<file path="src/rtl/core/ovbb_pkg.sv">
// Shared widths, register indexes, beat structs and control/status bundles for the bar builder.
// No dependencies; every other file in rtl/core imports this package.
package ovbb_pkg;

	localparam int StampW     = 32;
	localparam int ProductW   = 8;
	localparam int PriceW     = 32;
	localparam int AmountW    = 32;
	localparam int ValueSumW  = 64;
	localparam int AmountSumW = 48;
	localparam int CfgIndexW  = 2;
	localparam int CfgDataW   = 8;

	localparam logic [CfgIndexW-1:0] CfgProductCode = CfgIndexW'(0);
	localparam logic [CfgIndexW-1:0] CfgOrderSide   = CfgIndexW'(1);

	typedef struct packed {
		logic [StampW-1:0]   stamp;
		logic [ProductW-1:0] item_product;
		logic                item_side;
		logic [PriceW-1:0]   price;
		logic [AmountW-1:0]  amount;
		logic                flush;
	} ovbb_in_t;

	typedef struct packed {
		logic [StampW-1:0] bar_stamp;
		logic [PriceW-1:0] open_price;
		logic [PriceW-1:0] close_price;
		logic [PriceW-1:0] high_price;
		logic [PriceW-1:0] low_price;
		logic              open_undefined;
		logic              close_undefined;
		logic              saturated;
	} ovbb_out_t;

	typedef struct packed {
		logic load_item;
		logic acc;
		logic div_start;
		logic close;
	} ovbb_cmd_t;

	typedef struct packed {
		logic flush;
		logic match;
		logic group_open;
		logic same_stamp;
		logic have_prev;
		logic div_done;
	} ovbb_stat_t;

endpackage

</file>
<file path="src/rtl/core/ovbb_div.sv">
// Restoring divider, one quotient bit per cycle, for the group average price.
// Depends on ovbb_pkg for the sum widths.
module ovbb_div import ovbb_pkg::*; (
	input  logic                  clk,
	input  logic                  arst_n,
	input  logic                  start,
	input  logic [ValueSumW-1:0]  dividend,
	input  logic [AmountSumW-1:0] divisor,
	output logic                  done,
	output logic [ValueSumW-1:0]  quotient
);

	localparam int CntW = $clog2(ValueSumW);

	logic                  busy_q;
	logic                  done_q;
	logic [CntW-1:0]       cnt_q;
	logic [AmountSumW-1:0] rem_q;
	logic [AmountSumW-1:0] dsr_q;
	logic [ValueSumW-1:0]  quo_q;
	logic [AmountSumW:0]   trial;
	logic [AmountSumW:0]   diff;
	logic                  fits;

	assign trial = {rem_q, quo_q[ValueSumW-1]};
	assign fits  = trial >= {1'b0, dsr_q};
	assign diff  = trial - {1'b0, dsr_q};

	always_ff @(posedge clk or negedge arst_n) begin
		if (!arst_n) begin
			busy_q <= 1'b0;
			done_q <= 1'b0;
			cnt_q  <= '0;
		end else begin
			done_q <= busy_q && !start && cnt_q == '0;
			if (start) begin
				busy_q <= 1'b1;
				cnt_q  <= CntW'(ValueSumW - 1);
			end else if (busy_q) begin
				if (cnt_q == '0) begin
					busy_q <= 1'b0;
				end else begin
					cnt_q <= cnt_q - 1'b1;
				end
			end
		end
	end

	always_ff @(posedge clk) begin
		if (start) begin
			rem_q <= '0;
			dsr_q <= divisor;
			quo_q <= dividend;
		end else if (busy_q) begin
			rem_q <= fits ? diff[AmountSumW-1:0] : trial[AmountSumW-1:0];
			quo_q <= {quo_q[ValueSumW-2:0], fits};
		end
	end

	assign done     = done_q;
	assign quotient = quo_q;

endmodule

</file>
<file path="src/rtl/core/ovbb_dp.sv">
// Datapath: item register, configuration, product stage, saturating sums, high/low, bar register.
// Depends on ovbb_pkg and ovbb_div.
module ovbb_dp import ovbb_pkg::*; (
	input  logic                 clk,
	input  logic                 arst_n,
	input  ovbb_in_t             in_data,
	input  logic                 cfg_valid,
	input  logic [CfgIndexW-1:0] cfg_index,
	input  logic [CfgDataW-1:0]  cfg_data,
	input  ovbb_cmd_t            cmd,
	output ovbb_stat_t           st,
	output ovbb_out_t            out_data
);

	logic [ProductW-1:0]   product_code_q;
	logic                  order_side_q;
	ovbb_in_t              item_q;
	logic [ValueSumW-1:0]  prod_s1;
	logic                  group_open_q;
	logic                  have_prev_q;
	logic [StampW-1:0]     group_stamp_q;
	logic [ValueSumW-1:0]  value_sum_q;
	logic [AmountSumW-1:0] amount_sum_q;
	logic [PriceW-1:0]     high_q;
	logic [PriceW-1:0]     low_q;
	logic                  ovf_q;
	logic [PriceW-1:0]     prev_avg_q;
	logic                  prev_undef_q;
	ovbb_out_t             out_q;
	logic [ValueSumW:0]    vsum;
	logic [AmountSumW:0]   asum;
	logic                  div_done;
	logic [ValueSumW-1:0]  quotient;
	logic                  undef;
	logic [PriceW-1:0]     avg;

	ovbb_div u_div (
		.clk      (clk),
		.arst_n   (arst_n),
		.start    (cmd.div_start),
		.dividend (value_sum_q),
		.divisor  (amount_sum_q),
		.done     (div_done),
		.quotient (quotient)
	);

	assign vsum  = {1'b0, value_sum_q} + {1'b0, prod_s1};
	assign asum  = {1'b0, amount_sum_q} + (AmountSumW+1)'(item_q.amount);
	assign undef = amount_sum_q == '0;
	assign avg   = undef ? '0 :
		(quotient[ValueSumW-1:PriceW] != '0) ? '1 : quotient[PriceW-1:0];

	assign st.flush      = item_q.flush;
	assign st.match      = item_q.item_product == product_code_q &&
		item_q.item_side == order_side_q;
	assign st.group_open = group_open_q;
	assign st.same_stamp = item_q.stamp == group_stamp_q;
	assign st.have_prev  = have_prev_q;
	assign st.div_done   = div_done;

	always_ff @(posedge clk or negedge arst_n) begin
		if (!arst_n) begin
			product_code_q <= '0;
			order_side_q   <= 1'b0;
			group_open_q   <= 1'b0;
			have_prev_q    <= 1'b0;
		end else begin
			if (cfg_valid) begin
				case (cfg_index)
					CfgProductCode: product_code_q <= cfg_data;
					CfgOrderSide:   order_side_q   <= cfg_data[0];
					default: ;
				endcase
			end
			if (cmd.acc) begin
				group_open_q <= 1'b1;
			end else if (cmd.close) begin
				group_open_q <= 1'b0;
				have_prev_q  <= 1'b1;
			end
		end
	end

	always_ff @(posedge clk) begin
		prod_s1 <= ValueSumW'(item_q.price) * ValueSumW'(item_q.amount);
		if (cmd.load_item) begin
			item_q <= in_data;
		end
		if (cmd.acc) begin
			if (!group_open_q) begin
				group_stamp_q <= item_q.stamp;
				value_sum_q   <= prod_s1;
				amount_sum_q  <= AmountSumW'(item_q.amount);
				high_q        <= item_q.price;
				low_q         <= item_q.price;
				ovf_q         <= 1'b0;
			end else begin
				value_sum_q  <= vsum[ValueSumW] ? '1 : vsum[ValueSumW-1:0];
				amount_sum_q <= asum[AmountSumW] ? '1 : asum[AmountSumW-1:0];
				if (vsum[ValueSumW] || asum[AmountSumW]) begin
					ovf_q <= 1'b1;
				end
				if (item_q.price > high_q) begin
					high_q <= item_q.price;
				end
				if (item_q.price < low_q) begin
					low_q <= item_q.price;
				end
			end
		end
		if (cmd.close) begin
			prev_avg_q   <= avg;
			prev_undef_q <= undef;
			if (have_prev_q) begin
				out_q.bar_stamp       <= group_stamp_q;
				out_q.open_price      <= prev_avg_q;
				out_q.close_price     <= avg;
				out_q.high_price      <= high_q;
				out_q.low_price       <= low_q;
				out_q.open_undefined  <= prev_undef_q;
				out_q.close_undefined <= undef;
				out_q.saturated       <= ovf_q;
			end
		end
	end

	assign out_data = out_q;

	a_acc_opens: assert property (@(posedge clk) disable iff (!arst_n)
		cmd.acc |=> group_open_q)
		else $error("group not open after accumulate");
	a_close_needs_group: assert property (@(posedge clk) disable iff (!arst_n)
		cmd.close |-> group_open_q)
		else $error("close without an open group");
	a_close_result: assert property (@(posedge clk) disable iff (!arst_n)
		cmd.close |=> (have_prev_q && !group_open_q))
		else $error("close left group state inconsistent");

endmodule

</file>
<file path="src/rtl/core/ovbb_ctrl.sv">
// Controller state machine: sequences accept, accumulate, divide and bar hand-off.
// Depends on ovbb_pkg for the command and status bundles.
module ovbb_ctrl import ovbb_pkg::*; (
	input  logic       clk,
	input  logic       arst_n,
	input  logic       in_valid,
	output logic       in_ready,
	output logic       out_valid,
	input  logic       out_ready,
	input  ovbb_stat_t st,
	output ovbb_cmd_t  cmd
);

	typedef enum logic [2:0] {
		S_IDLE,
		S_DECIDE,
		S_ACC,
		S_DIV,
		S_CLOSE
	} state_t;

	state_t state_q;
	state_t state_d;
	logic   out_valid_q;
	logic   out_free;

	assign out_free = !out_valid_q || out_ready;
	assign in_ready = state_q == S_IDLE;

	always_comb begin
		cmd     = '0;
		state_d = state_q;
		case (state_q)
			S_IDLE: begin
				if (in_valid) begin
					cmd.load_item = 1'b1;
					state_d       = S_DECIDE;
				end
			end
			S_DECIDE: begin
				if (st.flush) begin
					if (st.group_open) begin
						cmd.div_start = 1'b1;
						state_d       = S_DIV;
					end else begin
						state_d = S_IDLE;
					end
				end else if (!st.match) begin
					state_d = S_IDLE;
				end else if (!st.group_open || st.same_stamp) begin
					state_d = S_ACC;
				end else begin
					cmd.div_start = 1'b1;
					state_d       = S_DIV;
				end
			end
			S_ACC: begin
				cmd.acc = 1'b1;
				state_d = S_IDLE;
			end
			S_DIV: begin
				if (st.div_done) begin
					state_d = S_CLOSE;
				end
			end
			S_CLOSE: begin
				if (!st.have_prev || out_free) begin
					cmd.close = 1'b1;
					state_d   = st.flush ? S_IDLE : S_ACC;
				end
			end
			default: state_d = S_IDLE;
		endcase
	end

	always_ff @(posedge clk or negedge arst_n) begin
		if (!arst_n) begin
			state_q     <= S_IDLE;
			out_valid_q <= 1'b0;
		end else begin
			state_q <= state_d;
			if (cmd.close && st.have_prev) begin
				out_valid_q <= 1'b1;
			end else if (out_ready) begin
				out_valid_q <= 1'b0;
			end
		end
	end

	assign out_valid = out_valid_q;

	a_one_at_a_time: assert property (@(posedge clk) disable iff (!arst_n)
		(in_valid && in_ready) |=> !in_ready)
		else $error("second beat taken while busy");
	a_no_overwrite: assert property (@(posedge clk) disable iff (!arst_n)
		(cmd.close && st.have_prev) |-> (!out_valid_q || out_ready))
		else $error("bar register overwritten");
	a_div_with_group: assert property (@(posedge clk) disable iff (!arst_n)
		cmd.div_start |-> st.group_open)
		else $error("divide started without an open group");

endmodule

</file>
<file path="src/rtl/core/ohlc_vwap_bar_builder_core.sv">
// Top level of the OHLC bar builder with volume-weighted open and close prices.
// Depends on ovbb_pkg, ovbb_ctrl and ovbb_dp (which holds ovbb_div).
//
// The block takes one order beat at a time. A dropped order, or a flush with no open
// group, occupies it only for the item load and the decision; an order that adds to
// the open group or starts the first one passes the item register, the 32x32 product
// stage and the saturating accumulate. An order with a new stamp, or a flush that
// closes a group, runs the restoring divider for the group's average, and the close
// waits while a finished bar is still in the output register. That register holds
// one bar, so the next order is taken while the bar waits. Configuration writes are
// always accepted and take effect at once; write them only while the block is idle.
module ohlc_vwap_bar_builder_core import ovbb_pkg::*; (
	input  logic                 clk,
	input  logic                 arst_n,
	input  logic                 in_valid,
	output logic                 in_ready,
	input  ovbb_in_t             in_data,
	output logic                 out_valid,
	input  logic                 out_ready,
	output ovbb_out_t            out_data,
	input  logic                 cfg_valid,
	output logic                 cfg_ready,
	input  logic [CfgIndexW-1:0] cfg_index,
	input  logic [CfgDataW-1:0]  cfg_data
);

	ovbb_cmd_t  cmd;
	ovbb_stat_t st;

	assign cfg_ready = 1'b1;

	ovbb_ctrl u_ctrl (
		.clk       (clk),
		.arst_n    (arst_n),
		.in_valid  (in_valid),
		.in_ready  (in_ready),
		.out_valid (out_valid),
		.out_ready (out_ready),
		.st        (st),
		.cmd       (cmd)
	);

	ovbb_dp u_dp (
		.clk       (clk),
		.arst_n    (arst_n),
		.in_data   (in_data),
		.cfg_valid (cfg_valid),
		.cfg_index (cfg_index),
		.cfg_data  (cfg_data),
		.cmd       (cmd),
		.st        (st),
		.out_data  (out_data)
	);

endmodule
</file>
<file path="config.mk">
export PLATFORM = sky130hd
export DESIGN_NAME = ohlc_vwap_bar_builder_core
export DESIGN_NICKNAME = d
export VERILOG_FILES = /design/src/rtl/core/ovbb_pkg.sv /design/src/rtl/core/ovbb_div.sv /design/src/rtl/core/ovbb_dp.sv /design/src/rtl/core/ovbb_ctrl.sv /design/src/rtl/core/ohlc_vwap_bar_builder_core.sv
export SDC_FILE = /design/constraint.sdc
export NUM_CORES = 2
export LEC_CHECK = 0
export BUFFER_PORTS_ARGS = -buffer_cell sky130_fd_sc_hd__buf_2
export CORE_MARGIN = 3
export CORE_UTILIZATION = 58
export DETAILED_ROUTE_END_ITERATION = 7
export GPL_ROUTABILITY_DRIVEN = 0
export PLACE_DENSITY = 0.78
export SETUP_SLACK_MARGIN = 0.2
export SYNTH_ARGS = -nofsm -noshare
export SYNTH_HDL_FRONTEND = slang
export SYNTH_SLANG_ARGS = --single-unit
</file>
<file path="constraint.sdc">
create_clock -name clk -period 6.5 [get_ports clk]
set_input_delay 0.975 -clock clk [delete_from_list [all_inputs] [get_ports clk]]
set_output_delay 0.975 -clock clk [all_outputs]
set_load 0.02 [all_outputs]
</file>
Word level (Yosys, flattened, before mapping)
Index checks and enable logic that the tools add are counted.

cells by class
  multiply operators = 1
  equality and inequality tests = 15
  order comparisons = 3
  bitwise logic cells = 2
  shifts and indexed selects = 0
  muxes and demuxes = 43
  div/mod/pow operators = 0
  reduce and logical (&&, ||, !) cells = 30
  add/subtract/negate cells = 4

operator list
  operator              count
  $mux W64              4
  $mux W32              7
  $mux W48              2
  $add A64 B64 Y65      1
  $mul A32 B32 Y64      1
  $add A48 B32 Y49      1
  $ge A49 B48 Y1        1
  $logic_not A48 Y1     1
  $sub A48 B48 Y48      1
  $eq A32 B32 Y1        1
  $gt A32 B32 Y1        1
  $lt A32 B32 Y1        1
  $reduce_bool A32 Y1   1
  $mux W1               19
  $mux W6               3
  $reduce_and A2 Y1     9
  $mux W3               4
  $pmux W3 S4           1
  $ne A2 B2 Y1 const B  5
  $eq A8 B8 Y1          1
  $eq A3 B2 Y1 const B  2
  $logic_not A6 Y1      1
  $mux W2               3
  $reduce_bool A2 Y1    3
  13 further kinds      24

word-level totals
  register bits after elaboration = 758
  RAM bits = 0
  ROM bits = 0
  logic and storage cells = 134
  bits in latches = 0
  bits of input ports = 121
  memories kept = 0

Logic depth before layout (Yosys ltp)
  depth in word-level cells = 9
  gate-level depth with buffers = 28
  depth with buffers taken out = 26

Hierarchy
From an unflattened synthesis, not the netlist that was laid out.

second synthesis, totals
  cell total of the unflattened synthesis = 6,774
  area total of the unflattened synthesis = 69,963.4 µm²

by module, submodules not included
  module                      area each (µm²)  cells an instance  times used  sequential area each (µm²)
  ovbb_dp                     59,789.8         5,752              1           16,901.2
  ovbb_div                    9,898.2          991                1           4,524.3
  ovbb_ctrl                   264.0            29                 1           100.1
  ohlc_vwap_bar_builder_core  11.3             2                  1           0.0

Least setup slack after synthesis
OpenSTA, ideal clock, no wires.

  path kind = input -> register
  from = in out_ready
  to = reg u_dp.out_q, in the netlist u_dp.out_data[0] (enable)
  slack = -630 ps
  arrival time = 6,587 ps
  buffers on the path = 0
  cell stages on the path = 4
  library setup time = 543 ps
  cells stage by stage = inv_1 -> nand3_1 -> nor2b_1 -> and2_1

RTL lines
  item                RTL line                          source
  start: declaration  ohlc_vwap_bar_builder_core.sv:19  input logic out_ready,
  end: declaration    ovbb_dp.sv:29                     ovbb_out_t out_q;

Final worst setup path
  from = reg u_dp.item_q[3] in the netlist's numbering
  to = reg u_dp.prod_s1[54]

between the ends
  word-level cells in the longest chain between the ends = 1

RTL lines
  item                      RTL line       source
  start: declaration        ovbb_dp.sv:17  ovbb_in_t item_q;
  start signal: assignment  ovbb_dp.sv:87  item_q <= in_data;
  $mul A32 B32 Y64          ovbb_dp.sv:85  prod_s1 <= ValueSumW'(item_q.price) * ValueSumW'(item_q.amount);
  end signal: assignment    ovbb_dp.sv:85
  end: declaration          ovbb_dp.sv:18  logic [ValueSumW-1:0] prod_s1;

No other way between the ends.
A chain may end at the register's enable or synchronous reset.

==> summary.md <==
| Metric | Value |
|---|---|
| Final Util | 67.7% |
| Unrepaired setup endpoints after global routing | yes |
| Most frequent cells after synthesis | inv_1 (1034), fa_1 (899), nand2_1 (811) |
| Area contributors post-synth | edfxtp_1 (27%), fa_1 (26%), ha_1 (8.5%) |
| First-pass iteration count of the detailed router | 6 |
| CP max FO | 6 |
| Crit share post-route | 117% |
| Clock Path Buffers | 3 |
| Die area | 124000 sq um |
| Top_reg_cell synth | edfxtp_1 |
| EDFF count, synth | 623 |
| Final Instance Area | 80400 sq um |
| Detail Placement HPWL | 145000 microns |
| Layout cells sized above 1 | 15.9% |
| Die X | 353 microns |
| WL per Instance | 20.6 microns |
| Rows | 126 |
| Clock sink count | 758 |
| Cell Area, Synth | 69700 sq um |
| Slew HR | 15.4% |
| H-Tree Depth | 3 |
| Residual DRC | 0 |
| Async SR Flop Fraction | 3.03% |
| TritonCTS Buffers | 80 |
| DR iter-0 viols | 4840 |
| Max-slew violations | 0 |
| R2r endpoint | u_dp.prod_s1[54] |
| Mean area per synthesized cell | 10.2 sq um |
| Initial antenna violation count | 8 |
| Clk root buf | clkbuf_16 |
| Starting Density | 58.7% |
| CP Class | flop to flop |
| Fin worst setup slack | -1110 ps |
| Cell Area, Placed | 76000 sq um |
| Placed Cells | 8852 |
| Post-DRT Antenna Nets | 0 |
| Clk_lat worst skew | 710 ps |
| Status | finished, violations left |
| CTS tree | done |
| Required time of the critical path | 7060 ps |
| Final hold vios | 0 |
| Worst r2r src | u_dp.item_q[3] |
| Die Ht | 353 microns |
| # nets final | 8904 |
| Clk_skew | 82.4 ps |
| CP arrival | 8160 ps |
| Dominant cell type by area after synthesis | edfxtp_1 |
| Post-layout min period | 7610 ps |
| CTS clock-pin slew for the worst setup and hold paths | 80 ps |
| GR Overflow Total | 0 |
| Violated checks | negative setup slack |
| Unique masters post-synth | 98 |
| Synthesized Nets | 8343 |
| Buffers on Ports | 285 |
| Most frequent cell after synthesis | inv_1 |
| CP Launch Type | flop |
| Core Area | 119000 sq um |
| DR vias | 52796 |
| Least-Margin Pin Slew | 1270 ps |
| Routed wire length | 187000 microns |
| Crit. End Element | flop |
| Critical path destination | u_dp.prod_s1[54] |
| Hold Slack | 283 ps |
| Area delta synth->final | 15.3% |
| First-pass GRT wire length | 296000 microns |
| Critical path launch point | u_dp.item_q[3] |
| Post-synthesis sequential area ratio | 30.9% |
| Max cap viols | 0 |
| Highest Clock Rate | 131 MHz |
| R2R Setup Slk | -1110 ps |
| Finished Layout Cells | 9083 |
| Total track usage | 29.9% |
| Synthesized instance count | 6851 |
| Worst-case reg-to-reg path depth | 26 |
| Final setup fails | 47 |
| Worst Hold Class | primary input to asynchronous set/reset pin |
| Yosys warning count | 0 |
| Vias in the first global route | 55007 |
| Vias per cell | 5.81 |
| Largest net degree at the start of global routing | 152 |
| Ports | 287 |
| Yosys top cell area share | 26.8% |
| #FFs+latches synth | 758 |
## layout by cell type, fill, tap and decap left out, types with 31 or more instances in the layout
master / synthesis / routed
buf_2: 32 / 286
a31oi_1: 58 / 57
ha_1: 472 / 453
a21o_1: 136 / 136
buf_12: 0 / 44
nand3_1: 52 / 50
clkbuf_16: 0 / 80
nor2_1: 326 / 314
nand2_1: 811 / 799
buf_4: 5 / 402
and2_4: 0 / 33
dfxtp_1: 112 / 112
inv_1: 1034 / 1020
o21bai_1: 42 / 42
a21oi_1: 316 / 294
o21a_1: 36 / 35
nor2b_1: 32 / 31
o21ai_0: 156 / 143
a211oi_1: 43 / 39
xor2_1: 88 / 87
edfxtp_1: 623 / 623
nor4_1: 33 / 33
mux2i_1: 31 / 31
xnor2_1: 139 / 129
fa_1: 899 / 885
nor3_1: 47 / 43
a21oi_2: 14 / 33
nand4_1: 81 / 81
and2_1: 612 / 579
buf_6: 2 / 78
## registers in the layout, summed over array words and instances, names as in the netlist, 48 cells and up
name                 count
u_dp.u_div.rem_q        48
u_dp.u_div.dsr_q        48
u_dp.u_div.quotient     64
u_dp.amount_sum_q       48
u_dp.item_q            105
u_dp.prod_s1            64
u_dp.value_sum_q        64
u_dp.out_data          163
## stage by stage
| stage | setup WS, ps | setup TNS (ps) |
|---|---|---|
| detailed placement | -1070 | -23970 |
| global placement | -994 | -20870 |
| CTS | -947 | -24070 |
| global route | -1300 | -40980 |
| finish | -1110 | -31480 |
| floorplan | -414 | -6020 |
## worst min path at each step
stage	depth (start not counted)	from	slack [ps]	endpoint
6_report	1	arst_n	280	u_dp.product_code_q[6]
5_1_grt	1	arst_n	300	u_dp.product_code_q[3]
4_1_cts	1	arst_n	270	u_dp.product_code_q[3]
3_5_place_dp	0	u_dp.prev_avg_q[12]	400	u_dp.out_data[111]
3_3_place_gp	0	u_dp.prev_avg_q[13]	400	u_dp.out_data[112]
2_1_floorplan	0	u_dp.ovf_q	400	u_dp.out_data[0]
## cell families after synthesis
group / after synthesis / share of synthesized area, %
buffers and inverters: 1369 / 7.48
multiplexers: 44 / 0.655
AO/OA/AOI/OAI: 967 / 8.95
flip-flops: 758 / 30.9
adder cells (fa/ha/maj): 1371 / 34.3
XOR/XNOR: 227 / 2.85
other: 1 / 0.00538
AND/OR/NAND/NOR: 2114 / 14.9
## critical path, cell delays in order, from the launching register on
cell	delay (ps)
edfxtp_1	480
buf_2	210
and2_1	190
fa_1	550
inv_1	60
fa_1	490
fa_1	460
fa_1	540
inv_1	50
fa_1	450
ha_1	300
fa_1	510
fa_1	460
ha_1	370
a21oi_1	280
o21ai_2	130
a2111oi_4	370
nor3_2	90
buf_4	160
o211ai_1	270
a21oi_2	100
buf_6	140
a31oi_4	270
buf_6	150
o31ai_4	60
a21boi_2	170
xnor2_1	140
## final cells by class
class                           count  area, sq um
Antenna cell                        7         17.5
Clock buffer                      105         2120
Clock inverter                     41          581
Fill cell                        8507        38300
Inverter                         1036         3890
Multi-Input combinational cell   4724        44000
Sequential cell                   758        21500
Tap cell                         1600         2000
Timing Repair Buffer              812         6250
## what timing repair did
| item | 4_1_cts | 5_1_grt |
|---|---|---|
| setup buffers | 45 | 31 |
| pin swaps | 41 | 50 |
| endpoints found under the setup margin | 48 | 52 |
| gates cloned | 1 | 1 |
| hold buffers | 0 | 0 |
| resized for setup | 125 | 115 |
## per-layer routing
| layer | routed length, microns | part of all wire (%) | global-route usage (%) |
|---|---|---|---|
| met4 | 10900 | 5.8 | 15.1 |
| met2 | 92100 | 49 | 51.0 |
| met3 | 14000 | 7.5 | 4.62 |
| met5 | 13 | 0.0069 | 0 |
| met1 | 70000 | 37 | 37.2 |
Power is not shown: default switching activity piles up to over one toggle a cycle in this logic, so the estimate is an artifact.
